$ cat src/hw/rtl/scp_pkg.sv
`timescale 1ns / 1ps

package scp_pkg;

    typedef enum logic [2:0] {
        ST_IDLE,
        ST_ACC,
        ST_SCAN_RD,
        ST_SCAN_MUL,
        ST_SCAN_CMP,
        ST_DECIDE,
        ST_UPD,
        ST_DONE
    } state_t;

    localparam int THR_W   = 41;
    localparam int TOK_W   = 7;
    localparam int WGT_W   = 8;
    localparam int SUM_W   = 18;
    localparam int CNT_W   = 11;
    localparam int DOT_W   = 33;
    localparam int DOUT_W  = 24;

    localparam logic [SUM_W-1:0] SUM_MAX   = '1;
    localparam logic [CNT_W-1:0] COUNT_MAX = '1;
    localparam logic [TOK_W-1:0] TOKEN_COUNT_RESET = 7'd64;

    localparam logic REG_THRESHOLD   = 1'b0;
    localparam logic REG_TOKEN_COUNT = 1'b1;

endpackage

$ cat src/hw/rtl/scp_judge.sv
`timescale 1ns / 1ps

// Registers the cross products of one cluster's similarity test, then compares.
module scp_judge (
    input  logic                         clk,
    input  logic                         load,
    input  logic [scp_pkg::DOT_W-1:0]    dot_in,
    input  logic [scp_pkg::CNT_W-1:0]    cnt_in,
    input  logic [scp_pkg::DOT_W-1:0]    best_dot,
    input  logic [scp_pkg::CNT_W-1:0]    best_cnt,
    input  logic [scp_pkg::THR_W-1:0]    thr,
    output logic                         match,
    output logic                         better,
    output logic [scp_pkg::DOT_W-1:0]    dot_q,
    output logic [scp_pkg::CNT_W-1:0]    cnt_q
);

    localparam int TP_W = scp_pkg::THR_W + scp_pkg::CNT_W;
    localparam int XP_W = scp_pkg::DOT_W + scp_pkg::CNT_W;

    logic [TP_W-1:0] thr_prod_reg;
    logic [XP_W-1:0] cand_prod_reg;
    logic [XP_W-1:0] best_prod_reg;

    always_ff @(posedge clk)
    begin
        if (load)
        begin
            thr_prod_reg  <= thr * cnt_in;
            cand_prod_reg <= dot_in * best_cnt;
            best_prod_reg <= best_dot * cnt_in;
            dot_q         <= dot_in;
            cnt_q         <= cnt_in;
        end
    end

    // dot / cnt > thr / 256, tested as dot * 256 > thr * cnt.
    assign match  = (cnt_q != '0) && (TP_W'({dot_q, 8'd0}) > thr_prod_reg);
    assign better = cand_prod_reg > best_prod_reg;

endmodule

$ cat config.mk
export PLATFORM = sky130hd
export DESIGN_NAME = scp_judge
export DESIGN_NICKNAME = d
export VERILOG_FILES = /design/src/hw/rtl/scp_pkg.sv /design/src/hw/rtl/scp_judge.sv
export SDC_FILE = /design/constraint.sdc
export NUM_CORES = 2
export LEC_CHECK = 0
export ABC_AREA = 1
export BUFFER_PORTS_ARGS = -buffer_cell sky130_fd_sc_hd__clkbuf_2
export CAP_MARGIN = 40
export CELL_PAD_IN_SITES_DETAIL_PLACEMENT = 0
export CELL_PAD_IN_SITES_GLOBAL_PLACEMENT = 1
export CORE_MARGIN = 4
export CORE_UTILIZATION = 48
export DETAILED_ROUTE_END_ITERATION = 10
export PLACE_DENSITY = 0.93
export SLEW_MARGIN = 40
export SYNTH_ARGS = -nofsm -noshare
export SYNTH_HDL_FRONTEND = slang
export SYNTH_SLANG_ARGS = --single-unit
$ cat constraint.sdc
create_clock -name clk -period 9.05 [get_ports clk]
set_input_delay 0.905 -clock clk [delete_from_list [all_inputs] [get_ports clk]]
set_output_delay 0.905 -clock clk [all_outputs]
set_load 0.01 [all_outputs]
After elaboration in Yosys (flattened, before gate mapping). Index checks and enable logic that the tools add are counted.

Register bits after elaboration: 184.

$mul: 3. $lt $le $gt $ge: 2. Reduce and logical (&&, ||, !) cells: 2.

Operators by type and width (number): $mul A33 B11 Y44 (2); $gt A41 B52 Y1 (1); $mul A41 B11 Y52 (1); $gt A44 B44 Y1 (1); $reduce_bool A11 Y1 (1); $logic_and A1 B1 Y1 (1).

Longest topological paths before layout.
Word-level depth: 2. Depth in mapped cells: 26. Depth with buffers taken out: 24.

Worst setup path after synthesis. No wires, ideal clock.

Kind: input port to flip-flop. Start: in cnt_in[2] (netlist bit). End: reg best_prod_reg[42] (data pin). Library setup time: 0.252 ns. Arrival time: 5.246 ns. Required time: 8.798 ns. Setup slack: 3.551 ns. Stages: 22. Buffers on the path: 2. Cells stage by stage: clkbuf_1 clkbuf_1 nand2_1 fa_1 fa_1 fa_1 inv_1 fa_1 inv_1 fa_1 inv_1 ha_1 nand2_1 inv_1 a21oi_1 nand2_1 nand2_1 nand3_2 nand2_1 nand2_1 nand2_1 nand2_1.

Word-level cells in the longest chain between the ends: 1.

Ends and longest elaborated chain: start: declaration (line scp_judge.sv:8) `input logic [scp_pkg::CNT_W-1:0] cnt_in,`; $mul A33 B11 Y44 (line scp_judge.sv:31) `best_prod_reg <= best_dot * cnt_in;`; end signal: assignment (line scp_judge.sv:31); end: declaration (line scp_judge.sv:23) `logic [XP_W-1:0] best_prod_reg;`.

Every way passes these cells. A chain may end at the register's enable or synchronous reset.

Worst setup path after layout.
Start: in cnt_in[4] (netlist bit). End: reg best_prod_reg[38] (data pin).

Same word-level chain as after synthesis.

==> reports/metrics.csv <==
metric;value;unit
synthCells;6333;
postSynth.asyncResetShare;0;
final.min_clock_period;6.04;ns
cts.clk_slew.worst_paths;0.09;ns
fmax;165;MHz
dieHeight;322;um
track_usage;0.268;
syn_area_per_cell;7.49;sq um
coreArea;98100;sq um
viasPerCell;5.07;
synth-main-ff-cell;edfxtp_1;
grt_pass1_wl;217;mm
layout-drive-gt1-share;0.0475;
final_area;49900;sq um
cts_buffers;17;
path_cells;buf_2 > buf_4 > nand2_1 > inv_1 > fa_1 > fa_1 > inv_1 > fa_1 > fa_1 > fa_1 > inv_1 > ha_1 > nand2_1 > nor2_1 > nand2_1 > inv_1 > nand4_1 > nand3_2 > nand2_1 > nand3_1 > nand2_1;
die_w;322;um
finalCritPeriodShare;0.668;
place_inst;7577;
critical_path_class;input pin to flip-flop;
clock-sinks;184;
gp_congestion;0.949;
drt_iter0_drc;3274;
cp_slowest_cell;buf_2;
drtPass1Iterations;5;
die_area;104000;sq um
whs;0.821;ns
crit_fanout;41;
grt_antenna_before_repair;11;
synth_area;47400;sq um
grt_max_degree;85;
row_count;115;
nets;7677;
ys_top_cells_by_area;fa_1 (38%), nand2_1 (18%), inv_1 (14%), edfxtp_1 (12%), ha_1 (8.7%);
initial_core_util;0.483;
setup_viol_count_final;0;
largest_reg_flops;52;
overflow;0;
hold_viol_final;0;
hold_class;input pin to flip-flop;
cts_resized;0;
max_slew.worst_pin.slew;0.825;ns
worstPathArrival;6.32;ns
ctsHoldBuffers;0;
dp_hpwl;110;mm
placed_area;49200;sq um
synth_fp_nets;7701;
postCtsSetupRepairBufs;0;
regArea;5530;sq um
endpoint_kind;flip-flop;
synth-edff-count;184;
root_buffer;clkbuf_16;
rsz0062_at_grt;no;
ys_types;36;
fillers;9654;
cts_tree;yes;
vias;38600;
maxSlewViolCount;0;
portBuffers;176;
clockBufferDepth;2;
setup.worst_path.start_class;input pin;
synth-seq-area-share;0.117;
wl;134;mm
synth_top_cell_area_share;0.383;
area_growth;5.14;%
ys_warn_count;0;
drc;0;
cpPeakStageDelay;0.60;ns
final.setup.tns;0;ns
layout_common_cells;nand2_1 (2,222), inv_1 (1,725), fa_1 (906);
path_buf_inv;6;
postRouteAntennaNets;0;
yosysTopAreaCell;fa_1;
grt_pass1_vias;40700;
status;completed;
slew_headroom;0.450;
layout_commonest_cell;nand2_1;
cts_max_level;4;
maxCapViolCount;0;
crit_family;adder cells;
multi_input_area;34500;sq um
crit_required;9.33;ns
wl_per_cell;17.6;um
synth-seq-cells;184;
layoutNonFillerInstCount;7613;
io_pins;177;
[metal layers]
layer,part of all wire,GRT usage,vias up
met5,0.00055,0,-
li1,-,-,18000
met3,0.079,0.0486,287
met1,0.41,0.349,18800
met2,0.48,0.455,1492
met4,0.033,0.0854,12
[kinds of logic after synthesis]
logic type               Yosys count  share of synthesized area
adder cells (fa/ha/maj)         1237                      0.470
XOR/XNOR                          77                     0.0142
flip-flops                       184                      0.117
buffers and inverters           1968                      0.156
AND/OR/NAND/NOR                 2683                      0.223
AO/OA/AOI/OAI                    184                     0.0205
[through the flow]
stage | setup WS [ns] | util
6_report | 3.01 | 0.508
5_1_grt | 2.80 | 0.508
4_1_cts | 3.03 | 0.508
3_5_place_dp | 2.45 | 0.501
3_3_place_gp | 2.31 | 0.501
2_1_floorplan | 3.55 | -
[path summary, 6_finish.rpt]
path / endpoint / cells past startpoint / start / slack (ns)
worst min-delay path: dot_q[10] / 1 / dot_in[10] / 0.82
worst max-delay path: best_prod_reg[38] / 21 / cnt_in[4] / 3.01
[synth_stat cells (all sizes together), types with 19 or more instances]
library cell	instances
nand3	120
o21ai	36
clkbuf	222
a21oi	123
nor2	253
edfxtp	184
nor3	28
fa	906
nand2	2242
ha	331
xnor2	19
inv	1729
xor2	58
[cell type report]
type                            count  area share
Multi-Input combinational cell   4181       0.692
Inverter                         1729       0.130
Sequential cell                   184       0.111
Tap cell                         1287      0.0323
Timing Repair Buffer              196      0.0215
Clock buffer                       17     0.00853
Clock inverter                     15     0.00432
Antenna cell                        4    0.000201
Power is left out: the tool's default activity adds up to more than one toggle a clock period on the data nets, which glitch-free logic cannot reach.
